<file path="config.mk">
export PLATFORM = sky130hd
export DESIGN_NAME = ket_queue
export DESIGN_NICKNAME = d
export VERILOG_FILES = /design/src/rtl/core/ket_pkg.sv /design/src/rtl/core/ket_queue.sv
export VERILOG_INCLUDE_DIRS = /design/src /design/src/rtl/core
export SDC_FILE = /design/constraint.sdc
export NUM_CORES = 1
export LEC_CHECK = 0
export BUFFER_PORTS_ARGS = -buffer_cell sky130_fd_sc_hd__buf_2
export CORE_MARGIN = 2
export CORE_UTILIZATION = 54
export DETAILED_ROUTE_END_ITERATION = 16
export PLACE_DENSITY = 0.8
export SLEW_MARGIN = 20
export SYNTH_ARGS = -nofsm -noshare
export SYNTH_HDL_FRONTEND = slang
export SYNTH_SLANG_ARGS = --single-unit
export TNS_END_PERCENT = 20
</file>
<file path="constraint.sdc">
create_clock -name clk -period 5.5 [get_ports clk]
set_clock_uncertainty 0.05 [all_clocks]
set_input_delay 0.275 -clock clk [delete_from_list [all_inputs] [get_ports clk]]
set_output_delay 0.275 -clock clk [all_outputs]
set_load 0.01 [all_outputs]
</file>
<file path="src/rtl/core/kirsch_edge_threshold_unit_defines.svh">
// assertion macros shared by the kirsch edge threshold rtl
`ifndef KIRSCH_EDGE_THRESHOLD_UNIT_DEFINES_SVH
`define KIRSCH_EDGE_THRESHOLD_UNIT_DEFINES_SVH

// same-cycle implication, checked on clk and held off while rst_n is low
`define KET_ASSERT_NOW(lbl, ante, cons, msg) \
  lbl: assert property (@(posedge clk) disable iff (!rst_n) (ante) |-> (cons)) \
    else $error(msg);

// next-cycle implication, checked on clk and held off while rst_n is low
`define KET_ASSERT_NEXT(lbl, ante, cons, msg) \
  lbl: assert property (@(posedge clk) disable iff (!rst_n) (ante) |=> (cons)) \
    else $error(msg);

`endif

</file>
<file path="src/rtl/core/ket_pkg.sv">
// shared constants and types of the kirsch edge threshold unit
`default_nettype none

package ket_pkg;

  localparam int unsigned MAX_WIDTH_DEF   = 1024;
  localparam int unsigned QUEUE_DEPTH_DEF = 8;
  localparam int unsigned MIN_WIDTH       = 3;

  localparam int unsigned PIX_W      = 8;
  localparam int unsigned THR_W      = 12;
  localparam int unsigned LW_W       = 11;
  localparam int unsigned STR_W      = 12;
  localparam int unsigned CFG_IDX_W  = 1;
  localparam int unsigned CFG_DATA_W = 12;
  localparam int unsigned OUT_DATA_W = 16;

  // sum of eight pixels, sum of three pixels, signed kernel response
  localparam int unsigned SUM_W = 11;
  localparam int unsigned NEG_W = 10;
  localparam int unsigned KRN_W = 14;

  localparam logic [THR_W-1:0] THR_RESET = 12'd200;
  localparam logic [LW_W-1:0]  LW_RESET  = 11'd640;

  localparam logic [CFG_IDX_W-1:0] CFG_IDX_THR = 1'b0;
  localparam logic [CFG_IDX_W-1:0] CFG_IDX_LW  = 1'b1;

  localparam logic [1:0] ROWS_FULL = 2'd2;

  // 3x3 neighborhood of one pixel that yields a result, centre left out
  typedef struct packed {
    logic             vld;
    logic             row_end;
    logic [PIX_W-1:0] p1;
    logic [PIX_W-1:0] p2;
    logic [PIX_W-1:0] p3;
    logic [PIX_W-1:0] p4;
    logic [PIX_W-1:0] p6;
    logic [PIX_W-1:0] p7;
    logic [PIX_W-1:0] p8;
    logic [PIX_W-1:0] p9;
  } win_t;

  typedef struct packed {
    logic             edge_res;
    logic [STR_W-1:0] strength;
    logic             row_end;
  } res_t;

endpackage

`default_nettype wire

</file>
<file path="src/rtl/core/ket_queue.sv">
// result queue between the kernel pipeline and the output channel
`default_nettype none
`include "kirsch_edge_threshold_unit_defines.svh"

module ket_queue #(
  parameter  int unsigned DEPTH = ket_pkg::QUEUE_DEPTH_DEF,
  localparam int unsigned PW    = (DEPTH > 1) ? $clog2(DEPTH) : 1,
  localparam int unsigned CW    = $clog2(DEPTH + 1)
) (
  input  wire logic          clk,
  input  wire logic          rst_n,
  input  wire logic          push,
  input  wire ket_pkg::res_t din,
  input  wire logic          pop,
  output ket_pkg::res_t      dout,
  output logic               vld,
  output logic [CW-1:0]      count
);

  ket_pkg::res_t mem_r [DEPTH];
  logic [PW-1:0] wr_ptr_r;
  logic [PW-1:0] rd_ptr_r;
  logic [CW-1:0] count_r;

  always_ff @(posedge clk) begin
    if (push) begin
      mem_r[wr_ptr_r] <= din;
    end
  end

  always_ff @(posedge clk) begin
    if (!rst_n) begin
      wr_ptr_r <= '0;
      rd_ptr_r <= '0;
      count_r  <= '0;
    end else begin
      if (push) begin
        wr_ptr_r <= (wr_ptr_r == PW'(DEPTH - 1)) ? '0 : wr_ptr_r + PW'(1);
      end
      if (pop) begin
        rd_ptr_r <= (rd_ptr_r == PW'(DEPTH - 1)) ? '0 : rd_ptr_r + PW'(1);
      end
      unique case ({push, pop})
        2'b10:   count_r <= count_r + CW'(1);
        2'b01:   count_r <= count_r - CW'(1);
        default: count_r <= count_r;
      endcase
    end
  end

  assign dout  = mem_r[rd_ptr_r];
  assign vld   = count_r != '0;
  assign count = count_r;

  `KET_ASSERT_NOW(a_no_overflow, push && !pop, count_r != CW'(DEPTH), "queue overflow")
  `KET_ASSERT_NEXT(a_count_up, push && !pop, count_r == $past(count_r) + CW'(1), "count lost a word")

endmodule

`default_nettype wire
</file>
# Word-level counts from Yosys, hierarchy flattened
# Memory sizes are Yosys's and may differ from the RTL's. A register that Yosys moved wholly into a read port is not among the register bits.
# Cells that the tools add are included.
dict set report word_totals {
  ff_bits 10
  ramBits 112
  out_inout_bits 19
  wordCells 21
  memories 1
}
dict set report classes {
  n_addsub 4
  eq_ne 4
  mux 7
  n_reduce_logical 2
}
# memory depth word_bits read_ports rd_ports_with_merged_regs write_ports line
set memory_table {}
lappend memory_table {mem_r 8 14 1 1 1 ket_queue.sv:20} ;# ket_pkg::res_t mem_r [DEPTH];
# op count
set ops {}
lappend ops {{3-bit 2-to-1 mux} 4}
lappend ops {{4-bit one-hot mux with 2 select lines} 1}
lappend ops {{3-bit by 1-bit adder with 3-bit output, second input constant} 2}
lappend ops {{3-bit == test, second input constant} 2}
lappend ops {{4-bit by 1-bit adder with 4-bit output, second input constant} 1}
lappend ops {{4-bit nonzero test} 1}
lappend ops {{4-bit by 1-bit subtractor with 4-bit output, second input constant} 1}
lappend ops {{2-bit by 1-bit == test with 1-bit output, second input constant} 1}
lappend ops {{2-bit == test, second input constant} 1}
lappend ops {{1-bit 2-to-1 mux} 2}
lappend ops {{2-bit nonzero test} 1}

# Longest topological paths before layout
# Gate-level depths: netlist of run 1.
dict set report depth {
  ltp_word 4
  mapped_depth 8
}

# Least setup slack after synthesis of run 1
# OpenSTA, ideal clock, no wires.
dict set report synth_timing {
  path_kind {register to register}
  startpoint {reg wr_ptr_r[0]}
  endpoint {mem mem_r[0][0] (netlist bit) (enable)}
  setup_time_ns 0.403
  arrival_time_ns 1.511
  required_time_ns 5.047
  setup_slack_ns 3.536
  stages_incl_launch_ff 3
  synth_period_minus_slack_ns 1.964
  path_cell_list {dfxtp_1 > nand2b_1 > nor3_1}
}
# item line
set synth_rtl {}
lappend synth_rtl {{from (decl)} ket_queue.sv:21} ;# logic [PW-1:0] wr_ptr_r;
lappend synth_rtl {{from (signal assigned)} ket_queue.sv:38} ;# wr_ptr_r <= (wr_ptr_r == PW'(DEPTH - 1)) ? '0 : wr_ptr_r + PW'(1);
lappend synth_rtl {{to (decl)} ket_queue.sv:20}
# Straight into the memory's write port.

==> results.py, run 1 <==
metrics = {
    "status": {
        "status": "finished clean",
    },
    "floorplanning": {
        "fp.dieW_um": 99.9,
        "core-area_um2": 8810,
        "fp.dieArea_um2": 9980,
        "fp.dieH_um": 99.9,
        "rows": 34,
        "initial_utilization_pct": 56.4,
        "ioPinCount": 37,
    },
    "setup_path": {
        "setup.worst_path.end_class": "output port",
        "critical_path_peak_fanout": 15,
        "cp_data_arrival_time_ps": 2400,
        "crit_required_ps": 5180,
        "reg2regPathDepth": 2,
        "crit_type": "reg2out",
        "crit_path_start_kind": "flip-flop",
    },
    "hold_path": {
        "holdCritPathClass": "in2reg",
        "holdPathStages": 1,
    },
    "detailed_routing": {
        "drtPass1Iterations": 4,
        "drc": 0,
        "ant_nets": 0,
        "drt_iter0_drc": 212,
        "routedWlPerCell_um": 20.8,
        "wl_mm": 8.70,
        "vias": 2423,
        "viasPerCell": 5.78,
    },
    "timing": {
        "max_freq_ghz": 0.367,
        "max_slew_margin_pct": 32.8,
        "final_max_slew_viol_count": 0,
        "worst_pin_slew_ps": 1010,
        "finalHoldViolCount": 0,
        "fin_crit_ps": 2730,
        "period_share_pct": 49.5,
        "finalSetupViolations": 0,
        "rsz0062_at_grt": "no",
        "fin_tns_setup_ps": 0,
    },
    "place": {
        "dp_cells": 374,
        "dpl_cell_area_um2": 5290,
        "routabilityCongestion": 0.764,
        "numPortBuffers": 36,
        "dp_hpwl_mm": 4.96,
    },
    "grt": {
        "top_usage_layer": "met2",
        "grt_pass1_wl_mm": 13.8,
        "overflow": 0,
        "met1_usage_pct": 25.8,
        "grt_pass1_vias": 2499,
        "grt_use_met2_pct": 31.1,
        "grt_max_degree": 29,
        "grt_use_total_pct": 19.5,
        "grt_antenna_before_repair": 0,
        "use_met3_pct": 4.60,
    },
    "cts": {
        "clkTransAtPathRegs_ps": 60,
        "clk_latency_ps": 510,
        "numCtsBuffers": 17,
        "postCtsResizedCells": 0,
        "clockBufferDepth": 2,
        "cts_sinks": 125,
        "clockRootBuffer": "clkbuf_8",
        "htreeDepth": 4,
        "cts_setup_buffers": 0,
        "cts_tree": "done",
    },
    "synth": {
        "yosysSeqAreaShare_pct": 73.0,
        "synth_xor_area_share_pct": 0.529,
        "synth_mux_area_share_pct": 19.0,
        "synth_adder_area_share_pct": 1.76,
        "synth_cells": 233,
        "post_synth_and_or_nand_nor_area_fraction_pct": 3.33,
        "synth_area_per_cell_um2": 21.3,
        "netlist_area_um2": 4970,
        "synth_compound_area_share_pct": 1.08,
        "synth_cell_types": 30,
        "ys_warn_count": 0,
        "ys_seq_elements": 125,
        "synth_top_family_by_area": "multiplexers",
        "synth_fp_nets": 258,
    },
    "pwr": {
        "clkPwrFrac_pct": 47.7,
        "ir_worst_vdd_uv": 295,
        "p_sw_share_pct": 20.3,
        "switchingPower_mw": 0.479,
        "p_int_mw": 1.88,
        "seqPwrFrac_pct": 45.7,
        "p_per_area_nw_per_um2": 391,
        "leakage_nw": 2.12,
        "p_comb_share_pct": 6.6,
    },
    "finish": {
        "final_cell_area_um2": 6030,
        "mostFrequentLayoutCells": "edfxtp_1 (112), buf_2 (36), mux4_1 (25), clkbuf_16 (16), mux2_2 (15)",
        "area_delta_synth_final_pct": 21.4,
        "diodes": 0,
        "layout.nets": 323,
        "fin_cells": 419,
        "drive_gt1_share_pct": 31.2,
        "final_common_cell": "edfxtp_1",
    },
    "flow_run": {
        "drv_cap": 0,
    },
}
-- critical path, stage by stage, from the launching register on --
cell	delay [ps]
dfxtp_1	730
buf_4	350
mux4_1	360
mux2_2	300
buf_2	140
-- power by group through the flow --
stage | combinational (mW) | clock [mW] | sequential (mW)
floorplan | 0.0964 | 0 | 1.09
global placement | 0.145 | 0 | 1.09
detailed placement | 0.149 | 0 | 1.10
CTS | 0.157 | 1.14 | 1.08
global route | 0.171 | 1.18 | 1.08
finish | 0.155 | 1.12 | 1.08
-- per-stage QoR --
stage / util (%) / setup slack [ps] / hold slack (ps) / total power [mW]
floorplan: - / 3540 / 324 / 1.19
global placement: 60.0 / 3370 / 409 / 1.24
detailed placement: 60.0 / 3300 / 444 / 1.25
CTS: 68.5 / 2700 / 4.15 / 2.37
global route: 68.5 / 2650 / 32.8 / 2.43
finish: 68.5 / 2770 / 28.8 / 2.35
-- state kept, by name, indices dropped and copies added, names as in the netlist, named ones only --
register  cells
count         4
mem_r       112
rd_ptr_r      3
wr_ptr_r      3
-- layout make-up --
| cell class | count | area, um2 |
|---|---|---|
| clock buffers | 18 | 418 |
| clock inverters | 14 | 194 |
| fillers | 532 | 2780 |
| inverters | 2 | 7.51 |
| multi-input cells | 97 | 1300 |
| flip-flops and latches | 125 | 3620 |
| well taps | 108 | 135 |
| repair buffers | 55 | 355 |
-- Yosys cell counts --
| master | instances | area share, % |
|---|---|---|
| nand2b_1 | 4 | 0.50 |
| buf_6 | 3 | 0.68 |
| nor3_1 | 3 | 0.30 |
| mux2_2 | 15 | 3.4 |
| xor2_1 | 2 | 0.35 |
| or3_1 | 1 | 0.13 |
| mux4_2 | 3 | 1.4 |
| mux2i_1 | 5 | 1.0 |
| nor2b_1 | 5 | 0.63 |
| o41ai_1 | 1 | 0.18 |
| o21a_1 | 1 | 0.15 |
| a21boi_0 | 1 | 0.15 |
| clkbuf_1 | 4 | 0.30 |
| inv_1 | 2 | 0.15 |
| a21oi_1 | 1 | 0.10 |
| nor4b_1 | 1 | 0.18 |
| ha_1 | 7 | 1.8 |
| and2_1 | 3 | 0.38 |
| xnor2_1 | 1 | 0.18 |
| nand2_1 | 6 | 0.45 |
| buf_2 | 2 | 0.20 |
| or4_1 | 1 | 0.15 |
| a41oi_1 | 1 | 0.18 |
| dfxtp_1 | 13 | 5.2 |
| o21ai_0 | 2 | 0.20 |
| o22ai_1 | 1 | 0.13 |
| nor3b_1 | 1 | 0.15 |
| edfxtp_1 | 112 | 68 |
| mux4_1 | 25 | 13 |
| nor2_1 | 6 | 0.45 |
-- repair_timing --
| action | in CTS | in global routing |
|---|---|---|
| hold buffers | 13 | 0 |
| setup endpoints to repair | 0 | 0 |
| endpoints found under the hold margin | 104 | 0 |
-- per-layer routing --
metal	share of wire, %	vias to the layer above
li1	-	1113
met4	1.4	0
met3	4.9	10
met1	43	1245
met5	0	-
met2	51	55
-- cells by family (layout without fill, tap and decap cells) --
| kind of cell | count (synthesis) | count (layout) |
|---|---|---|
| buffers and inverters | 11 | 89 |
| muxes | 48 | 48 |
| xor gates and xnor gates | 3 | 3 |
| DFF | 125 | 125 |
| and+or+nand+nor | 31 | 31 |
| adders and majority gates | 7 | 7 |
| AOI/OAI and AO/OA | 8 | 8 |
-- worst paths after layout --
kind                                                from                    end  slack (ps)
worst max-delay path                           flip-flop               dout[11]        2770
worst min-delay path                              din[3]  mem_r[1][3]$_DFFE_PP_          30
worst min register to register     count[3]$_SDFFE_PN0P_  count[3]$_SDFFE_PN0P_         440
worst max register to register  wr_ptr_r[2]$_SDFFE_PN0P_  mem_r[6][3]$_DFFE_PP_        3660
Note: power is estimated with default switching activity, not from simulation.
==> inputs of run 2 (changes only) <==
--- a/config.mk
+++ b/config.mk
@@ -6,11 +6,12 @@
 export SDC_FILE = /design/constraint.sdc
 export NUM_CORES = 1
 export LEC_CHECK = 0
+export ABC_AREA = 1
 export BUFFER_PORTS_ARGS = -buffer_cell sky130_fd_sc_hd__buf_2
 export CORE_MARGIN = 2
 export CORE_UTILIZATION = 54
 export DETAILED_ROUTE_END_ITERATION = 16
-export PLACE_DENSITY = 0.8
+export PLACE_DENSITY = 0.83
 export SLEW_MARGIN = 20
 export SYNTH_ARGS = -nofsm -noshare
 export SYNTH_HDL_FRONTEND = slang
==> constraint.sdc (replaced) <==
create_clock -name clk -period 2.4 [get_ports clk]
set_clock_uncertainty 0.05 [all_clocks]
set_input_delay 0.12 -clock clk [delete_from_list [all_inputs] [get_ports clk]]
set_output_delay 0.12 -clock clk [all_outputs]
set_load 0.01 [all_outputs]
==> run 2 against run 1 <==
Against the previous run:
- core utilization decreased by 2.0 points
- global-route usage increased by 3.2 points
- critical endpoint is now dout[3]
- combinational power grew to 3.2 times the previous value
- sequential share of layout area down 0.52 points
- area after synthesis grew 1.5%
==> results.py, run 2 <==
metrics = {
    "cts": {
        "clkTransAtPathRegs_ps": 70,
        "numCtsBuffers": 17,
        "htreeDepth": 4,
        "cts_tree": "done",
        "cts_sinks": 125,
        "clockRootBuffer": "clkbuf_8",
        "clk_latency_ps": 510,
        "clockBufferDepth": 2,
    },
    "synth": {
        "synth_area_per_cell_um2": 12.5,
        "netlist_area_um2": 5040,
        "synth_cells": 403,
        "async_flop_share_pct": 0,
        "synthTopCellsByCount": "edfxtp_1 (112), nor2_1 (69), nand2_1 (55)",
        "synth_area_leaders": "edfxtp_1 (67%), dfxtp_1 (5.2%), nor2_1 (5.1%)",
        "synth_edf_count": 112,
        "ys_seq_elements": 125,
        "synth_top_area_share_pct": 66.7,
        "yosysMostFrequentCell": "edfxtp_1",
        "yosysSeqAreaShare_pct": 71.9,
        "synth_cell_types": 23,
        "ys_warn_count": 0,
        "synth_top_cell_by_area": "edfxtp_1",
        "ys.flop_type": "edfxtp_1",
        "synth_fp_nets": 428,
    },
    "status": {
        "status": "finished clean",
    },
    "grt": {
        "grt_pass1_vias": 3469,
        "grt_pass1_wl_mm": 16.9,
        "grt_max_degree": 57,
        "grt_antenna_before_repair": 0,
        "overflow": 0,
        "grt_use_total_pct": 22.7,
    },
    "detailed_routing": {
        "ant_nets": 0,
        "drt_iter0_drc": 282,
        "vias": 3369,
        "wl_mm": 10.7,
        "drc": 0,
        "drtPass1Iterations": 5,
        "routedWlPerCell_um": 17.9,
        "viasPerCell": 5.66,
    },
    "pwr": {
        "switchingPower_mw": 1.38,
        "p_int_mw": 4.05,
        "clkPwrFrac_pct": 45.4,
        "finalPower_mw": 5.43,
        "p_sw_share_pct": 25.4,
        "seqPwrFrac_pct": 45.6,
        "leakage_nw": 2.29,
        "ir_worst_vdd_uv": 639,
        "p_comb_share_pct": 9.0,
        "p_per_area_nw_per_um2": 893,
    },
    "timing": {
        "finalHoldViolCount": 0,
        "worst_pin_slew_ps": 642,
        "rsz0062_at_grt": "no",
        "layout_setup_ws_ps": 135,
        "max_slew_margin_pct": 57.1,
        "period_share_pct": 94.4,
        "fin_tns_setup_ps": 0,
        "fin_crit_ps": 2270,
        "holdWs_ps": 353,
        "finalSetupViolations": 0,
        "max_freq_ghz": 0.441,
        "final_max_slew_viol_count": 0,
    },
    "flow_run": {
        "drv_cap": 0,
    },
    "place": {
        "dpl_cell_area_um2": 5340,
        "dp_cells": 546,
        "place_ws_ps": 734,
        "dp_hpwl_mm": 5.79,
        "routabilityCongestion": 0.767,
        "numPortBuffers": 36,
    },
    "finish": {
        "final_common_cell": "edfxtp_1",
        "fin_cells": 595,
        "area_delta_synth_final_pct": 20.8,
        "top_register": "mem_r",
        "mostFrequentLayoutCells": "edfxtp_1 (112), nor2_1 (69), nand2_1 (55), o21ai_0 (36), buf_2 (36)",
        "largest_reg_flops": 112,
        "diodes": 0,
        "fin_util_pct": 66.5,
        "layout.nets": 496,
        "final_cell_area_um2": 6080,
        "drive_gt1_share_pct": 17.4,
        "fill_cells": 608,
    },
    "floorplanning": {
        "fp.dieArea_um2": 10100,
        "initial_utilization_pct": 55.1,
        "ioPinCount": 37,
        "core-area_um2": 9150,
        "rows": 35,
        "fp.dieW_um": 101,
        "fp.dieH_um": 101,
    },
    "setup_path": {
        "slowest_delay_ps": 530,
        "cp_data_arrival_time_ps": 2100,
        "path_cells": "inv_1 -> buf_4 -> o21ai_0 -> o21ai_0 -> nand2_1 -> nand2_1 -> buf_2",
        "crit_type": "reg2out",
        "setup.worst_path.end_class": "output port",
        "slowest_stage": "dfxtp_2",
        "critical_path_peak_fanout": 18,
        "crit_path_start_kind": "flip-flop",
        "crit_required_ps": 2230,
    },
    "hold_path": {
        "holdCritPathClass": "in2reg",
    },
}
-- run 2: area by class of cell --
type	count	area, um2	area share (%)
clock buffers	17	414	6.81
clock inverters	15	163	2.67
inverters	18	67.6	1.11
multi-input cells	242	1210	19.9
flip-flops and latches	125	3620	59.6
well taps	111	139	2.28
repair buffers	67	468	7.69
-- run 2: worst paths after layout --
check	slack, ps	endpoint	cells after the start	start
min reg2reg	460	rd_ptr_r[1]$_SDFFE_PN0P_	2	rd_ptr_r[1]$_SDFFE_PN0P_
max	130	dout[3]	7	flip-flop
min	350	mem_r[0][10]$_DFFE_PP_	2	din[10]
max reg2reg	910	mem_r[0][9]$_DFFE_PP_	3	wr_ptr_r[0]$_SDFFE_PN0P_
-- run 2: worst max-delay path, delay by kind of cell, from the launching register on --
| family | cells | cell delay (ps) |
|---|---|---|
| compound gates | 2 | 400 |
| buf+inv | 3 | 500 |
| flops | 1 | 530 |
| simple gates | 2 | 160 |
-- run 2: power groups by stage --
| stage | Sequential (mW) | Clock [mW] | Combinational (mW) |
|---|---|---|---|
| 3_5_place_dp | 2.52 | 0 | 0.458 |
| 5_1_grt | 2.48 | 2.58 | 0.545 |
| 6_report | 2.48 | 2.47 | 0.489 |
| 2_1_floorplan | 2.52 | 0 | 0.302 |
| 3_3_place_gp | 2.52 | 0 | 0.438 |
| 4_1_cts | 2.48 | 2.48 | 0.487 |
-- run 2: logic make-up (layout without fill, tap and decap cells) --
family / Yosys count / count (layout) / share of synthesized area [%]
DFF: 125 / 125 / 71.9
and+or+nand+nor: 131 / 131 / 9.98
muxes: 14 / 14 / 2.78
buffers and inverters: 36 / 117 / 4.10
adders and majority gates: 7 / 7 / 1.74
xor gates and xnor gates: 2 / 2 / 0.348
AOI/OAI and AO/OA: 88 / 88 / 9.14
-- run 2: per-layer routing --
metal	part of all wire (%)	GRT usage (%)	wire [um]
met4	1.7	11.4	180
met1	38	27.2	4050
met5	0	0	0
met2	54	37.8	5740
met3	6.5	6.03	693
-- run 2: repair_timing --
item,in CTS,in global routing
resized for setup,0,0
setup buffers,0,0
hold endpoints to repair,123,0
hold buffers,17,0
==> inputs of run 3 (changes only) <==
--- a/config.mk
+++ b/config.mk
@@ -8,7 +8,6 @@
 export LEC_CHECK = 0
 export ABC_AREA = 1
 export BUFFER_PORTS_ARGS = -buffer_cell sky130_fd_sc_hd__buf_2
-export CORE_MARGIN = 2
 export CORE_UTILIZATION = 54
 export DETAILED_ROUTE_END_ITERATION = 16
 export PLACE_DENSITY = 0.83
==> run 3 against run 2 <==
Against the previous run:
- non-clock buffer count is the same
- sequential share of layout area rose by 0.19 points
- sequential cell count stayed put
- clock power about the same
- critical endpoint is now dout[9]
==> results.py, run 3 (synthesis gave the netlist of run 2 again) <==
metrics = {
    "status": {
        "status": "finished clean",
    },
    "floorplanning": {
        "initial_utilization_pct": 56.7,
        "rows": 34,
        "core-area_um2": 8890,
        "ioPinCount": 37,
        "fp.dieW_um": 98.6,
        "fp.dieArea_um2": 9720,
        "fp.dieH_um": 98.6,
    },
    "detailed_routing": {
        "routedWlPerCell_um": 17.3,
        "drc": 0,
        "wl_mm": 10.3,
        "viasPerCell": 5.58,
        "ant_nets": 0,
        "vias": 3305,
        "drt_iter0_drc": 205,
        "drtPass1Iterations": 5,
    },
    "pwr": {
        "p_sw_share_pct": 23.8,
        "switchingPower_mw": 1.28,
        "p_comb_share_pct": 8.8,
        "clkPwrFrac_pct": 45.2,
        "p_per_area_nw_per_um2": 889,
        "leakage_nw": 2.27,
        "p_int_mw": 4.11,
        "ir_worst_vdd_uv": 620,
        "seqPwrFrac_pct": 46.0,
    },
    "timing": {
        "holdWs_ps": 355,
        "period_share_pct": 91.8,
        "finalHoldViolCount": 0,
        "fin_tns_setup_ps": 0,
        "max_slew_margin_pct": 57.9,
        "final_max_slew_viol_count": 0,
        "max_freq_ghz": 0.454,
        "finalSetupViolations": 0,
        "worst_pin_slew_ps": 631,
        "fin_crit_ps": 2200,
        "rsz0062_at_grt": "no",
    },
    "setup_path": {
        "crit_path_start_kind": "flip-flop",
        "slowest_stage": "buf_4",
        "path_depth": 6,
        "slowest_delay_ps": 450,
        "path_cells": "buf_4 -> o21ai_0 -> o21ai_1 -> nand2_1 -> nand2_1 -> buf_2",
        "critical-path-top-delay-family": "buffers and inverters",
        "cp_data_arrival_time_ps": 2030,
        "reg2regPathDepth": 3,
        "crit_type": "reg2out",
        "crit_required_ps": 2230,
        "setup.worst_path.end_class": "output port",
        "cp_common_cell": "nand2_1",
        "critical_path_peak_fanout": 56,
        "critPathBufInv": 2,
    },
    "finish": {
        "area_delta_synth_final_pct": 20.5,
        "largest_reg_flops": 112,
        "layout.nets": 496,
        "mostFrequentLayoutCells": "edfxtp_1 (112), nor2_1 (69), nand2_1 (55), o21ai_0 (36), buf_2 (36)",
        "final_common_cell": "edfxtp_1",
        "fill_cells": 595,
        "diodes": 0,
        "drive_gt1_share_pct": 17.4,
        "top_register": "mem_r",
    },
    "place": {
        "numPortBuffers": 36,
        "dp_hpwl_mm": 5.63,
        "routabilityCongestion": 0.745,
    },
    "cts": {
        "clockRootBuffer": "clkbuf_8",
        "clkTransAtPathRegs_ps": 60,
        "clockBufferDepth": 2,
        "clk_latency_ps": 510,
        "cts_tree": "done",
        "cts_sinks": 125,
        "numCtsBuffers": 17,
        "htreeDepth": 4,
    },
    "flow_run": {
        "drv_cap": 0,
    },
    "grt": {
        "grt_pass1_vias": 3316,
        "grt_antenna_before_repair": 0,
        "grt_max_degree": 57,
        "grt_use_total_pct": 22.6,
        "grt_pass1_wl_mm": 16.0,
        "overflow": 0,
    },
    "hold_path": {
        "holdPathStages": 2,
        "holdCritPathClass": "in2reg",
    },
}
-- run 3: cell types whose count changed in the layout (fill, tap and decap cells not counted), sizes merged --
cell / delta
clkinvlp: +5
inv: -7
clkinv: +1
bufinv: +1
-- run 3: layout make-up --
class,instances,area (um2),share of cell area (%)
timing repair buffer,67,455,7.50
clock inverter,15,161,2.66
clock buffer,17,414,6.82
tap,108,135,2.23
multi-input combinational,242,1210,19.9
inverter,18,67.6,1.11
sequential,125,3630,59.8
-- run 3: power groups by stage --
stage                     Sequential, mW  Clock, mW  Combinational [mW]
after floorplan                     2.52          0               0.302
after global placement              2.52          0               0.427
after detailed placement            2.52          0               0.449
after CTS                           2.48       2.46               0.477
after global routing                2.49       2.57               0.527
final                               2.48       2.44               0.476
-- run 3: per-stage QoR --
stage                     power, mW  std cells  utilization (%)  instance area [um2]  setup WS (ps)
after CTS                      5.42        592             68.2                 6070           57.0
after global placement         2.95        543             59.9                 5320            723
after detailed placement       2.97        543             59.9                 5320            638
final                          5.39        592             68.3                 6070            197
after global routing           5.59        592             68.3                 6070           73.4
after floorplan                2.82        403                -                 5040            696
-- run 3: repair_timing --
action                                  4_1_cts  5_1_grt
hold endpoints to repair                    123        0
buffers inserted                              0        0
hold buffers                                 17        0
endpoints found under the setup margin        0        2
gates resized for setup                       0        1
-- run 3: metal layers --
metal	GRT usage (%)	part of all wire [%]
met4	12.2	2.5
met1	26.1	40
met2	39.2	52
met5	0	0
met3	5.32	5.6
-- run 3: worst paths after layout --
path	slack, ps	to	from
hold / removal	360	mem_r[1][8]$_DFFE_PP_	din[8]
setup / recovery	200	dout[9]	flip-flop
setup reg to reg	950	mem_r[0][1]$_DFFE_PP_	wr_ptr_r[0]$_SDFFE_PN0P_
hold reg to reg	460	flip-flop	rd_ptr_r[1]$_SDFFE_PN0P_
