$ cat src/rtl/core/kirsch_edge_threshold_unit_defines.svh
// assertion macros shared by the kirsch edge threshold rtl
`ifndef KIRSCH_EDGE_THRESHOLD_UNIT_DEFINES_SVH
`define KIRSCH_EDGE_THRESHOLD_UNIT_DEFINES_SVH

// same-cycle implication, checked on clk and held off while rst_n is low
`define KET_ASSERT_NOW(lbl, ante, cons, msg) \
  lbl: assert property (@(posedge clk) disable iff (!rst_n) (ante) |-> (cons)) \
    else $error(msg);

// next-cycle implication, checked on clk and held off while rst_n is low
`define KET_ASSERT_NEXT(lbl, ante, cons, msg) \
  lbl: assert property (@(posedge clk) disable iff (!rst_n) (ante) |=> (cons)) \
    else $error(msg);

`endif

$ cat src/rtl/core/ket_pkg.sv
// shared constants and types of the kirsch edge threshold unit
`default_nettype none

package ket_pkg;

  localparam int unsigned MAX_WIDTH_DEF   = 1024;
  localparam int unsigned QUEUE_DEPTH_DEF = 8;
  localparam int unsigned MIN_WIDTH       = 3;

  localparam int unsigned PIX_W      = 8;
  localparam int unsigned THR_W      = 12;
  localparam int unsigned LW_W       = 11;
  localparam int unsigned STR_W      = 12;
  localparam int unsigned CFG_IDX_W  = 1;
  localparam int unsigned CFG_DATA_W = 12;
  localparam int unsigned OUT_DATA_W = 16;

  // sum of eight pixels, sum of three pixels, signed kernel response
  localparam int unsigned SUM_W = 11;
  localparam int unsigned NEG_W = 10;
  localparam int unsigned KRN_W = 14;

  localparam logic [THR_W-1:0] THR_RESET = 12'd200;
  localparam logic [LW_W-1:0]  LW_RESET  = 11'd640;

  localparam logic [CFG_IDX_W-1:0] CFG_IDX_THR = 1'b0;
  localparam logic [CFG_IDX_W-1:0] CFG_IDX_LW  = 1'b1;

  localparam logic [1:0] ROWS_FULL = 2'd2;

  // 3x3 neighborhood of one pixel that yields a result, centre left out
  typedef struct packed {
    logic             vld;
    logic             row_end;
    logic [PIX_W-1:0] p1;
    logic [PIX_W-1:0] p2;
    logic [PIX_W-1:0] p3;
    logic [PIX_W-1:0] p4;
    logic [PIX_W-1:0] p6;
    logic [PIX_W-1:0] p7;
    logic [PIX_W-1:0] p8;
    logic [PIX_W-1:0] p9;
  } win_t;

  typedef struct packed {
    logic             edge_res;
    logic [STR_W-1:0] strength;
    logic             row_end;
  } res_t;

endpackage

`default_nettype wire

$ cat src/rtl/core/ket_kernel.sv
// compass kernel pipeline: sums, absolute responses, maximum and threshold
`default_nettype none
`include "kirsch_edge_threshold_unit_defines.svh"

module ket_kernel (
  input  wire logic                       clk,
  input  wire logic                       rst_n,
  input  wire ket_pkg::win_t              win,
  input  wire logic [ket_pkg::THR_W-1:0]  thr,
  output ket_pkg::res_t                   res,
  output logic                            res_vld,
  output logic [2:0]                      busy
);

  localparam int unsigned SW = ket_pkg::SUM_W;
  localparam int unsigned NW = ket_pkg::NEG_W;
  localparam int unsigned KW = ket_pkg::KRN_W;
  localparam int unsigned RW = ket_pkg::STR_W;

  // each kernel is three times the ring sum less eight times its negative taps
  function automatic logic [RW-1:0] resp_abs(input logic [SW-1:0] t,
                                              input logic [NW-1:0] n);
    logic [KW-1:0] t3;
    logic [KW-1:0] d;
    t3 = (KW'(t) << 1) + KW'(t);
    d  = t3 - (KW'(n) << 3);
    if (d[KW-1]) begin
      d = -d;
    end
    return d[RW-1:0];
  endfunction

  logic          a_v_r;
  logic          a_re_r;
  logic [SW-1:0] t_r;
  logic [NW-1:0] na_r;
  logic [NW-1:0] nb_r;
  logic [NW-1:0] nc_r;
  logic [NW-1:0] nd_r;

  logic          b_v_r;
  logic          b_re_r;
  logic [RW-1:0] ka_r;
  logic [RW-1:0] kb_r;
  logic [RW-1:0] kc_r;
  logic [RW-1:0] kd_r;

  logic          c_v_r;
  ket_pkg::res_t res_r;

  logic [RW-1:0] m_ab;
  logic [RW-1:0] m_cd;
  logic [RW-1:0] m_all;

  always_ff @(posedge clk) begin
    if (!rst_n) begin
      a_v_r <= 1'b0;
      b_v_r <= 1'b0;
      c_v_r <= 1'b0;
    end else begin
      a_v_r <= win.vld;
      b_v_r <= a_v_r;
      c_v_r <= b_v_r;
    end
  end

  always_ff @(posedge clk) begin
    a_re_r <= win.row_end;
    t_r    <= SW'(win.p1) + SW'(win.p2) + SW'(win.p3) + SW'(win.p4)
            + SW'(win.p6) + SW'(win.p7) + SW'(win.p8) + SW'(win.p9);
    na_r   <= NW'(win.p1) + NW'(win.p2) + NW'(win.p3);
    nb_r   <= NW'(win.p2) + NW'(win.p3) + NW'(win.p6);
    nc_r   <= NW'(win.p3) + NW'(win.p6) + NW'(win.p9);
    nd_r   <= NW'(win.p6) + NW'(win.p8) + NW'(win.p9);

    b_re_r <= a_re_r;
    ka_r   <= resp_abs(t_r, na_r);
    kb_r   <= resp_abs(t_r, nb_r);
    kc_r   <= resp_abs(t_r, nc_r);
    kd_r   <= resp_abs(t_r, nd_r);

    res_r.row_end  <= b_re_r;
    res_r.strength <= m_all;
    res_r.edge_res <= m_all > thr;
  end

  always_comb begin
    m_ab  = (kb_r > ka_r) ? kb_r : ka_r;
    m_cd  = (kd_r > kc_r) ? kd_r : kc_r;
    m_all = (m_cd > m_ab) ? m_cd : m_ab;
  end

  assign res     = res_r;
  assign res_vld = c_v_r;
  assign busy    = 3'($countones({win.vld, a_v_r, b_v_r, c_v_r}));

  `KET_ASSERT_NOW(a_flag_match, c_v_r, res_r.edge_res == (res_r.strength > thr), "flag vs strength")

endmodule

`default_nettype wire

$ cat config.mk
export PLATFORM = sky130hd
export DESIGN_NAME = ket_kernel
export DESIGN_NICKNAME = d
export VERILOG_FILES = /design/src/rtl/core/ket_pkg.sv /design/src/rtl/core/ket_kernel.sv
export VERILOG_INCLUDE_DIRS = /design/src /design/src/rtl/core
export SDC_FILE = /design/constraint.sdc
export NUM_CORES = 1
export LEC_CHECK = 0
export BUFFER_PORTS_ARGS = -buffer_cell sky130_fd_sc_hd__buf_2
export CORE_UTILIZATION = 56
export CTS_BUF_LIST = sky130_fd_sc_hd__clkbuf_4
export CTS_CLUSTER_DIAMETER = 40
export CTS_CLUSTER_SIZE = 24
export DETAILED_ROUTE_END_ITERATION = 8
export PLACE_DENSITY = 0.76
export SETUP_SLACK_MARGIN = 0.4
export SYNTH_ARGS = -nofsm -noshare
export SYNTH_HDL_FRONTEND = slang
export SYNTH_SLANG_ARGS = --single-unit
$ cat constraint.sdc
create_clock -name clk -period 8.38 [get_ports clk]
set_input_delay 0.419 -clock clk [delete_from_list [all_inputs] [get_ports clk]]
set_output_delay 0.419 -clock clk [all_outputs]
set_load 0.05 [all_outputs]
# ---- Word-level counts from Yosys, hierarchy flattened
# Cells that the tools add are included.
dict set report word_totals {
  out_inout_bits 18
  in_bits 80
  regBits 118
  elab_cells 55
}
dict set report classes {
  addsub 27
  mux 7
  magnitude_cmp 4
}
# op n
set op_table {}
lappend op_table {{$mux W12} 7}
lappend op_table {{$sub A13 B13 Y14} 4}
lappend op_table {{$add A9 B8 Y10} 5}
lappend op_table {{$gt A12 B12 Y1} 4}
lappend op_table {{$neg A12 Y12} 4}
lappend op_table {{$add A8 B8 Y9} 5}
lappend op_table {{$add A11 B8 Y11} 4}
lappend op_table {{$add A12 B11 Y13} 1}
lappend op_table {{$add A10 B8 Y11} 1}
lappend op_table {{$add A1 B1 Y2} 2}
lappend op_table {{$add A3 B3 Y3} 1}

# ---- Logic depth before layout (Yosys ltp)
# Gate-level depths: netlist of the first run.
dict set report logic_depth {
  ltp_word 7
  mapped_depth 27
  ltp_nobuf 25
}

# ---- Least setup slack after synthesis of the first run
# OpenSTA, ideal clock, no wires.
dict set report synth_path {
  path_type {register -> register}
  start {reg kc_r[2]}
  end {reg res_r (netlist bit res[13])}
  path_buffers 2
  arrival_ns 4.435
  period_less_slack_ns 4.562
  slack_ns 3.818
  path_stages_with_launch 26
  setup_ns 0.128
  required_ns 8.252
  path_cell_list {dfxtp_1 inv_1 ha_1 nor2b_1 o21ai_0 a211oi_1 o21ai_0 and2_1 clkbuf_1 o21ai_0 o21ai_0 ha_1 nor2b_1 o21a_1 o21ai_0 a211oi_1 o31ai_2 clkbuf_1 a22oi_1 ha_1 a21o_1 a21o_1 a21oi_1 nor2_1 a2111oi_0 nor2_1}
}
dict set report synth_via {
  elab_chain_len 5
}
# item line
set synth_rtl {}
lappend synth_rtl {{from (decl)} ket_kernel.sv:45} ;# logic [RW-1:0] kc_r;
lappend synth_rtl {{from (signal assigned)} ket_kernel.sv:79} ;# kc_r <= resp_abs(t_r, nc_r);
lappend synth_rtl {{$gt A12 B12 Y1} ket_kernel.sv:89} ;# m_cd = (kd_r > kc_r) ? kd_r : kc_r;
lappend synth_rtl {{$mux W12 (*)} ket_kernel.sv:89}
lappend synth_rtl {{$gt A12 B12 Y1} ket_kernel.sv:90} ;# m_all = (m_cd > m_ab) ? m_cd : m_ab;
lappend synth_rtl {{$mux W12 (*)} ket_kernel.sv:90}
lappend synth_rtl {{named net m_all[5]} ket_kernel.sv:53} ;# logic [RW-1:0] m_all;
lappend synth_rtl {{$gt A12 B12 Y1 (*)} ket_kernel.sv:84} ;# res_r.edge_res <= m_all > thr;
lappend synth_rtl {{to (decl)} ket_kernel.sv:49} ;# ket_pkg::res_t res_r;
# Mark *: on every way through the listed nets, which the timed path passes. The rest lies on a longest branch.
# A chain may end at the register's enable or synchronous reset.

# ---- Final worst setup path of the first run
# Same ends and word-level chain as after synthesis.

==> flow_metrics.tcl, run 1 <==
set metrics [dict create \
    outcome "completed" \
    hpwl_um 17430 \
    drt_iter0_markers 324 \
    final_common_cell "inv_1" \
    fin_tns_setup_ns 0 \
    async_flop_share_pct 0 \
    htreeDepth 4 \
    start_kind "flop" \
    clock_sinks 115 \
    port_buffers 97 \
    cts_setup_buffers 0 \
    grt_usage_pct 23.89 \
    cp_max_fo 22 \
    cts-resized-gates 0 \
    cts_hold_buf 1 \
    cts_buffer_depth 2 \
    drc 0 \
    wl_per_cell_um 14.38 \
    start_util_pct 57.35 \
    wl_um 20240 \
    cap_violations 0 \
    synthesis.area_um2 9920 \
    worstMarginPinSlew_ns 0.9086 \
    ys_ff_latch 115 \
    vias 7343 \
    slew-limit-headroom_pct 38.96 \
    grt_first_pass_wirelength_um 33530 \
    drtPass1Iterations 4 \
    fmax_mhz 194.2 \
    rsz0062_at_grt "false" \
    endpoint_kind "flop" \
    synth.distinct_cells 49 \
    final_cell_mix "inv_1, ha_1, dfxtp_1" \
    cts.root.buffer_cell "clkbuf_4" \
    cts_buffers 17 \
    grt.overflow.total 0 \
    yosysWarnings 0 \
    drtAntennaViolNets 0 \
    final_max_slew_viol_count 0 \
    cts_tree "done" \
    synthCells 1066 \
    viasPerCell 5.215 \
    nets 1478 \
    routabilityCongestion 0.8408 \
    area_delta_synth_final_pct 10.33 \
    rows 48 \
    antenna_found_initial 1 \
    grt_max_degree 23 \
    arrival_ns 5.57 \
    dieArea_um2 18250 \
    path_class "reg2reg" \
    coreArea_um2 17300 \
    die_h_um 135.1 \
    post-route-period-util_pct 61.46 \
    ios 98 \
    clkSlewWorstSetupHoldPaths_ns 0.10 \
    syn_area_per_cell_um2 9.305 \
    worstPathRequired_ns 8.80 \
    timing.final.crit_period_ns 5.150 \
    synth_edf_count 0 \
    final_hold_viol_count 0 \
    synth_ff_type "dfxtp_1" \
    grt_pass1_vias 7431 \
    setup_viol 0 \
    clock_skew_ns 0.01733 \
    dieWidth_um 135.1 \
    ys_seq_area_share_pct 23.21 \
    hold_path_class "in2reg" \
    ff2ff_setup_slack_ns 3.23 \
    clock_latency_ns 0.54 \
    syn_nets 1374 \
    post_route_cells_drive_above_1_share_pct 11.68 \
]
flip-flops by register name, indices dropped and copies added (netlist names):
register	count
nd_r	10
a_re_r	1
kd_r	12
a_v_r	1
kc_r	11
res	14
nc_r	10
t_r	11
nb_r	10
ka_r	11
na_r	10
b_re_r	1
res_vld	1
kb_r	11
b_v_r	1
path summary, 6_finish.rpt:
check | start | depth (start not counted) | endpoint
hold / removal | rst_n | 2 | res_vld
hold reg to reg | a_re_r | 0 | b_re_r
setup reg to reg | kc_r[2] | 25 | res[13]
setup / recovery | kc_r[2] | 25 | res[13]
critical path, stage by stage, from the launching register on:
cell and delay, ns:
dfxtp_1 0.34, inv_1 0.04, ha_1 0.28, nor2b_1 0.11, o21ai_0 0.09, a211oi_1 0.28
o21ai_0 0.13, nand2_1 0.52, nand2_1 0.09, o21ai_0 0.23, ha_1 0.28, nor2b_1 0.13
o21a_1 0.16, o21ai_0 0.17, a211oi_1 0.11, o31ai_2 0.21, buf_4 0.27, a31oi_1 0.06
a22oi_1 0.25, ha_1 0.30, a21o_1 0.16, a21o_1 0.17, a21oi_1 0.13, nor2_1 0.05
a2111oi_0 0.39, nor2_1 0.07
final cells by class:
cell class | instances | area, um2
clock buffers | 18 | 135.1
multi-input cells | 753 | 6863
inverters | 184 | 690.7
diodes | 1 | 2.502
flip-flops and latches | 115 | 2302
fillers | 1465 | 6352
repair buffers | 99 | 503.0
well taps | 225 | 281.5
clock inverters | 13 | 166.4
synthesized netlist by cell type (2+ instances only):
| library cell | number | area share, % |
|---|---|---|
| nor2_1 | 52 | 2.0 |
| a21oi_1 | 63 | 3.2 |
| xnor2_1 | 71 | 6.3 |
| a2111oi_0 | 2 | 0.18 |
| o21ai_0 | 48 | 2.4 |
| inv_1 | 184 | 7.0 |
| a211oi_2 | 2 | 0.25 |
| buf_2 | 3 | 0.15 |
| nand3_1 | 22 | 1.1 |
| a21o_1 | 18 | 1.4 |
| a211oi_1 | 5 | 0.38 |
| dfxtp_1 | 115 | 23 |
| and2_1 | 4 | 0.25 |
| o21ai_1 | 7 | 0.35 |
| a21boi_0 | 4 | 0.30 |
| a21oi_2 | 2 | 0.18 |
| a22oi_1 | 11 | 0.83 |
| nor4_1 | 2 | 0.13 |
| nand4_1 | 11 | 0.69 |
| ha_1 | 139 | 18 |
| xor2_1 | 35 | 3.1 |
| or2_2 | 2 | 0.13 |
| nor3b_1 | 5 | 0.38 |
| clkbuf_1 | 10 | 0.38 |
| o211ai_1 | 5 | 0.38 |
| nor3_1 | 11 | 0.55 |
| o31ai_1 | 3 | 0.23 |
| nor2b_1 | 18 | 1.1 |
| a31oi_1 | 16 | 1.0 |
| o21a_1 | 10 | 0.76 |
| or3_1 | 5 | 0.32 |
| nand2_1 | 42 | 1.6 |
| nand2b_1 | 21 | 1.3 |
| o41ai_2 | 4 | 0.66 |
| o31a_1 | 2 | 0.18 |
| mux2i_1 | 11 | 1.1 |
| fa_1 | 89 | 18 |
through the flow:
stage | util, % | instances | area, um2 | hold slack, ns | worst slack, ns
after global routing | 63.27 | 1408 | 10940 | 0.07029 | 2.738
final | 63.27 | 1408 | 10940 | 0.1005 | 3.230
after floorplan | - | 1066 | 9920 | 0.3096 | 3.818
after global placement | 61.46 | 1375 | 10630 | 0.3164 | 3.414
after detailed placement | 61.46 | 1375 | 10630 | 0.3172 | 3.246
after CTS | 63.26 | 1407 | 10940 | 0.06346 | 3.238
routing by layer:
| layer | up-vias | GRT usage, % | wire [um] |
|---|---|---|---|
| met2 | 161 | 44.42 | 10290 |
| met1 | 3372 | 26.75 | 8619 |
| li1 | 3760 | - | - |
| met3 | 50 | 3.416 | 644 |
| met4 | 0 | 10.92 | 689 |
| met5 | - | 0 | 0 |
cell families after synthesis:
| group | after synthesis | synth area share, % |
|---|---|---|
| flip-flops | 115 | 23.21 |
| buffers and inverters | 198 | 7.606 |
| AO/OA/AOI/OAI | 210 | 13.41 |
| AND/OR/NAND/NOR | 198 | 9.813 |
| multiplexers | 11 | 1.110 |
| XOR/XNOR | 106 | 9.359 |
| adder cells (fa/ha/maj) | 228 | 35.49 |
Power of run 1 is not shown: default switching activity piles up to over one toggle a cycle in this logic, so the estimate is an artifact.
==> run 2, diff against run 1 <==
--- a/config.mk
+++ b/config.mk
@@ -6,6 +6,7 @@
 export SDC_FILE = /design/constraint.sdc
 export NUM_CORES = 1
 export LEC_CHECK = 0
+export ABC_AREA = 1
 export BUFFER_PORTS_ARGS = -buffer_cell sky130_fd_sc_hd__buf_2
 export CORE_UTILIZATION = 56
 export CTS_BUF_LIST = sky130_fd_sc_hd__clkbuf_4
==> constraint.sdc (replaced) <==
create_clock -name clk -period 5.3 [get_ports clk]
set_input_delay 0.265 -clock clk [delete_from_list [all_inputs] [get_ports clk]]
set_output_delay 0.265 -clock clk [all_outputs]
set_load 0.05 [all_outputs]
==> run 2 against run 1 <==
  * Sequential share of layout area down 2.0 points
  * Final area grew 10%
  * Register-to-register slack lost 2.2 ns
  * Fmax up 20%
  * Utilization shrank 1.1 points
  * Routed wire length grew 24%
  * Critical path depth fell by 2
  * Clock skew grew 0.0098 ns
  * Via count grew 22%
  * Clock-buffer cell count down 1
  * First-iteration DRC count increased by 31%
==> flow_metrics.tcl, run 2 <==
set metrics [dict create \
    outcome "completed" \
    synth_area_leader_cell "dfxtp_1" \
    ios 98 \
    synthCells 1436 \
    hold_path_class "in2reg" \
    final_cell_mix "nand2_1, inv_1, ha_1" \
    synth_top_area_share_pct 20.82 \
    ys_ff_latch 115 \
    grt_pass1_vias 8702 \
    fin_tns_setup_ns 0 \
    clock_latency_ns 0.55 \
    clock_skew_ns 0.02712 \
    muxShareOfSynthArea_pct 0 \
    wl_per_cell_um 13.81 \
    post-route-period-util_pct 80.79 \
    drt_iter0_markers 424 \
    setup_viol 0 \
    synth_area_leaders "dfxtp_1, fa_1, ha_1" \
    synth_compound_area_share_pct 7.898 \
    drtAntennaViolNets 0 \
    largest_reg_flops 14 \
    rows 51 \
    routabilityCongestion 0.9418 \
    clkSlewWorstSetupHoldPaths_ns 0.12 \
    syn_area_per_cell_um2 7.701 \
    coreArea_um2 19400 \
    worstMarginPinSlew_ns 0.8113 \
    synth.distinct_cells 40 \
    rsz0062_at_grt "false" \
    hpwl_um 21780 \
    cts_tree "done" \
    slew-limit-headroom_pct 45.73 \
    port_buffers 97 \
    async_flop_share_pct 0 \
    clock_sinks 115 \
    synth_top_family_by_area "adder cells" \
    num-fill-cells 1737 \
    dieArea_um2 20310 \
    cts_buffer_depth 2 \
    viasPerCell 4.932 \
    netlist_top_cells_count "nand2_1, inv_1, ha_1, dfxtp_1, fa_1" \
    synth-simple-area-share_pct 23.90 \
    dieWidth_um 142.5 \
    synth_edf_count 0 \
    cp_max_fo 12 \
    final_hold_viol_count 0 \
    antenna_found_initial 3 \
    drtPass1Iterations 8 \
    die_h_um 142.5 \
    endpoint_kind "flop" \
    start_util_pct 57.00 \
    min_from "win[56]" \
    cts.root.buffer_cell "clkbuf_4" \
    final_common_cell "nand2_1" \
    multi_input_area_um2 7521 \
    vias 8957 \
    seq_area_um2 2302 \
    synthAdderAreaFrac_pct 31.84 \
    start_kind "flop" \
    path_class "reg2reg" \
    synth_ff_type "dfxtp_1" \
    syn_nets 1744 \
    grt_usage_pct 26.23 \
    yosysMostFrequentCell "nand2_1" \
    grt.overflow.total 0 \
    grt_max_degree 23 \
    grt_first_pass_wirelength_um 40880 \
    wl_um 25090 \
    fmax_mhz 233.6 \
    arrival_ns 4.77 \
    ys_seq_area_share_pct 20.82 \
    post_route_cells_drive_above_1_share_pct 10.72 \
    htreeDepth 4 \
    timing.final.crit_period_ns 4.282 \
    nets 1844 \
    final_max_slew_viol_count 0 \
    crit-reg2reg-launch "ka_r[11]" \
    synthesis.area_um2 11060 \
    startpoint "ka_r[11]" \
    synth_xor_area_share_pct 4.277 \
    area_delta_synth_final_pct 9.153 \
    cap_violations 0 \
    cts_buffers 17 \
    yosysWarnings 0 \
    worstPathRequired_ns 5.79 \
    drc 0 \
]
-- run 2: cell types whose count changed after synthesis, moves of 11 or more --
cell / change
a31oi_1: -11
nand2_1: +291
nor2b_1: -18
nand3b_1: +44
o21ai_0: -21
a22oi_1: -11
nand3_1: +55
inv_1: +106
a21o_1: -12
mux2i_1: -11
nand2b_1: -21
xnor2_1: -54
-- run 2: path summary, 6_finish.rpt --
check | endpoint | slack, ns | depth (start not counted)
worst max-delay path | res[13] | 1.02 | 23
worst min-delay path | na_r[0] | 0.15 | 4
worst max register to register | res[13] | 1.02 | 23
worst min register to register | res[0] | 0.34 | 0
-- run 2: per-layer routing --
layer  part of all wire (%)  vias to the layer above  global-route usage [%]
met5                      0                        -                       0
met4                    2.3                        0                   9.338
met3                    3.2                       41                   3.297
met2                     52                      211                   50.34
met1                     43                     3989                   29.42
li1                       -                     4716                       -
-- run 2: through the flow --
stage | utilization [%] | area (um2) | setup slack, ns | hold WS, ns | instances
finish | 62.22 | 12070 | 1.018 | 0.1484 | 1816
floorplan | - | 11060 | 1.687 | 0.2927 | 1436
global route | 62.22 | 12070 | 0.4152 | 0.1401 | 1816
global placement | 60.52 | 11740 | 0.9376 | 0.3103 | 1779
CTS | 62.14 | 12050 | 0.7806 | 0.1191 | 1814
detailed placement | 60.52 | 11740 | 0.8029 | 0.3121 | 1779
-- run 2: cell type report --
type                       count  share of cell area [%]
multi-input combinational   1006                   62.31
tap                          265                   2.747
sequential                   115                   19.07
clock buffer                  17                   1.057
antenna                        2                 0.04146
inverter                     296                   9.205
timing repair buffer         100                   4.271
clock inverter                15                   1.296
-- run 2: cell families after synthesis --
logic type / count (synthesis)
and+or+nand+nor: 575
buffers and inverters: 315
adders and majority gates: 228
AOI/OAI and AO/OA: 149
DFF: 115
xor gates and xnor gates: 54
-- run 2: timing repair --
item                                    CTS  global route
resized for setup                         0             3
hold endpoints to repair                  4             0
endpoints found under the setup margin    0             1
setup buffers                             0             0
hold buffers                              3             0
-- run 2: worst max-delay path, stage by stage (launching register included) --
cell,delay [ns]
dfxtp_1,0.33
inv_1,0.05
ha_1,0.29
nand2_1,0.07
nor2_1,0.21
nand3_1,0.11
nand3_1,0.36
nand2_1,0.33
nand2_1,0.17
nand2_1,0.09
ha_1,0.30
nand2_1,0.07
nor2_1,0.15
nand4_1,0.12
a21oi_1,0.22
nor2_1,0.10
nor2_4,0.24
nand3_1,0.17
nand2_1,0.13
ha_1,0.15
inv_1,0.06
o31ai_1,0.26
nand2_1,0.08
a31oi_1,0.16
Power of run 2 is left out for the same reason.
==> run 3, diff against run 2 <==
--- a/config.mk
+++ b/config.mk
@@ -6,7 +6,7 @@
 export SDC_FILE = /design/constraint.sdc
 export NUM_CORES = 1
 export LEC_CHECK = 0
-export ABC_AREA = 1
+export ABC_AREA = 0
 export BUFFER_PORTS_ARGS = -buffer_cell sky130_fd_sc_hd__buf_2
 export CORE_UTILIZATION = 56
 export CTS_BUF_LIST = sky130_fd_sc_hd__clkbuf_4
==> constraint.sdc (replaced) <==
create_clock -name clk -period 4 [get_ports clk]
set_input_delay 0.2 -clock clk [delete_from_list [all_inputs] [get_ports clk]]
set_output_delay 0.2 -clock clk [all_outputs]
set_load 0.05 [all_outputs]
==> run 3 against run 2 <==
  * The flow now finishes with violations (negative setup slack)
  * Die area is 10% lower
  * Critical path depth is 2 higher
  * Worst setup slack lost 1.7 ns
  * Global-route usage up 1.9 points
  * Sequential share of layout area shrank 1.7 points
  * Cell count decreased by 14%
  * Fmax fell by 7.9%
  * Via count shrank 4.2%
  * Hold slack lost 0.12 ns
  * Largest cell class unchanged
  * Sequential cell count did not move
  * Non-clock buffer count increased by 145
==> flow_metrics.tcl, run 3 (same netlist as run 1, synthesis figures left out) <==
set metrics [dict create \
    outcome "finished with violations" \
    failed_checks "negative setup slack" \
    start_kind "flop" \
    final_cell_mix "inv_1, buf_4, ha_1" \
    hold_path_class "in2reg" \
    nets 1626 \
    rsz0062_at_grt "true" \
    wl_um 27650 \
    cts.root.buffer_cell "clkbuf_4" \
    num-fill-cells 1070 \
    area_delta_synth_final_pct 34.70 \
    antenna_found_initial 1 \
    cap_violations 0 \
    start_util_pct 57.35 \
    grt_first_pass_wirelength_um 39380 \
    grt_max_degree 17 \
    vias 8583 \
    ios 98 \
    grt_pass1_vias 8454 \
    timing.final.crit_period_ns 4.648 \
    post-route-period-util_pct 116.2 \
    setup_viol 2 \
    hpwl_um 18970 \
    dieArea_um2 18250 \
    drc 0 \
    fin_hold_ws_ns 0.02338 \
    drt_iter0_markers 483 \
    arrival_ns 5.13 \
    cp_max_fo 8 \
    largest_reg_flops 14 \
    die_h_um 135.1 \
    final_common_cell "inv_1" \
    htreeDepth 4 \
    whs_endpoint "t_r[0]" \
    clock_sinks 115 \
    drtAntennaViolNets 0 \
    dp.cells 1471 \
    fmax_mhz 215.1 \
    reg2regPathDepth 25 \
    rows 48 \
    final_max_slew_viol_count 0 \
    hold_depth 3 \
    stdcell_count 1557 \
    reg2reg_to "res[13]" \
    dieWidth_um 135.1 \
    port_buffers 97 \
    cts_buffer_depth 2 \
    coreArea_um2 17300 \
    wl_per_cell_um 17.76 \
    crit-reg2reg-launch "ka_r[2]" \
    routabilityCongestion 0.9316 \
    slew-limit-headroom_pct 6.840 \
    clock_skew_ns 0.01399 \
    grt.overflow.total 0 \
    worstMarginPinSlew_ns 1.387 \
    clkSlewWorstSetupHoldPaths_ns 0.11 \
    grt_usage_pct 28.13 \
    final_hold_viol_count 0 \
    cts_buffers 17 \
    min_from "win[48]" \
    endpoint_kind "flop" \
    ff2ff_setup_slack_ns -0.65 \
    cts_tree "done" \
    drtPass1Iterations 5 \
    clock_latency_ns 0.59 \
    post_route_cells_drive_above_1_share_pct 34.11 \
    path_class "reg2reg" \
    place_ws_ns -0.8192 \
    viasPerCell 5.513 \
    setup_slack_ns -0.6485 \
    worstPathRequired_ns 4.48 \
]
-- run 3: cell types whose count changed in the layout (fill, tap and decap cells not counted), sizes merged, moves of 15 or more --
| cell | delta |
|---|---|
| inv | -113 |
| nand2 | -301 |
| nor2 | -15 |
| nor2b | +18 |
| nand3b | -44 |
| nand3 | -61 |
| nand2b | +21 |
| xnor2 | +54 |
| buf | +144 |
-- run 3: worst max-delay path by stage --
stage                     startpoint       to  slack (ns)  depth (start not counted)
after floorplan              ka_r[2]  res[13]       -0.41                         25
after global placement       ka_r[2]  res[13]       -0.77                         26
after detailed placement     ka_r[2]  res[13]       -0.82                         26
after CTS                    ka_r[9]  res[13]       -0.61                         26
after global routing         kc_r[2]  res[13]       -0.92                         25
final                        ka_r[2]  res[13]       -0.65                         25
-- run 3: critical path, cell delays in order, from the launching register on --
cell and delay (ns):
dfxtp_2 0.35, inv_2 0.05, ha_4 0.21, nor2b_4 0.12
o21a_1 0.16, o21ai_1 0.11, nand2_1 0.06, o31a_1 0.31
buf_6 0.19, buf_12 0.14, mux2i_4 0.20, ha_4 0.29
nand4_1 0.17, buf_4 0.19, a211oi_2 0.19, o31ai_2 0.08
buf_4 0.16, buf_12 0.14, buf_4 0.13, a31oi_1 0.19
a22oi_2 0.10, ha_1 0.19, a21o_1 0.18, a21o_1 0.19
a2111oi_2 0.38, nor2_1 0.08
-- run 3: stage by stage --
step	area [um2]	util [%]	TNS (ns)
after detailed placement	11380	65.81	-1.040
after global placement	11380	65.81	-0.8955
after floorplan	9951	-	-0.4085
after global routing	13360	77.25	-1.306
final	13360	77.25	-0.8270
after CTS	12290	71.04	-0.6118
-- run 3: final cells by class --
cell class                 count  area, um2  share of cell area (%)
clock inverter                15      166.4                   1.245
sequential                   115       2327                   17.42
inverter                     184      693.2                   5.188
multi-input combinational    755       8071                   60.41
timing repair buffer         245       1692                   12.66
clock buffer                  17      127.6                  0.9551
antenna                        1      2.502                 0.01873
tap                          225      281.5                   2.107
-- run 3: layer usage --
metal	track usage [%]	vias to the layer above	part of all wire [%]
met3	4.279	144	4.4
met2	51.57	348	52
met4	17.04	0	6.3
met5	0	-	0
met1	30.34	4046	37
li1	-	4045	-
-- run 3: timing repair --
| item | CTS | global route |
|---|---|---|
| setup buffers | 16 | 31 |
| gates resized for setup | 88 | 160 |
| hold buffers | 4 | 0 |
| endpoints found under the hold margin | 6 | 0 |
| cloned | 1 | 1 |
| setup endpoints to repair | 56 | 58 |
| pin swaps | 52 | 105 |
Power of run 3 is left out for the same reason.
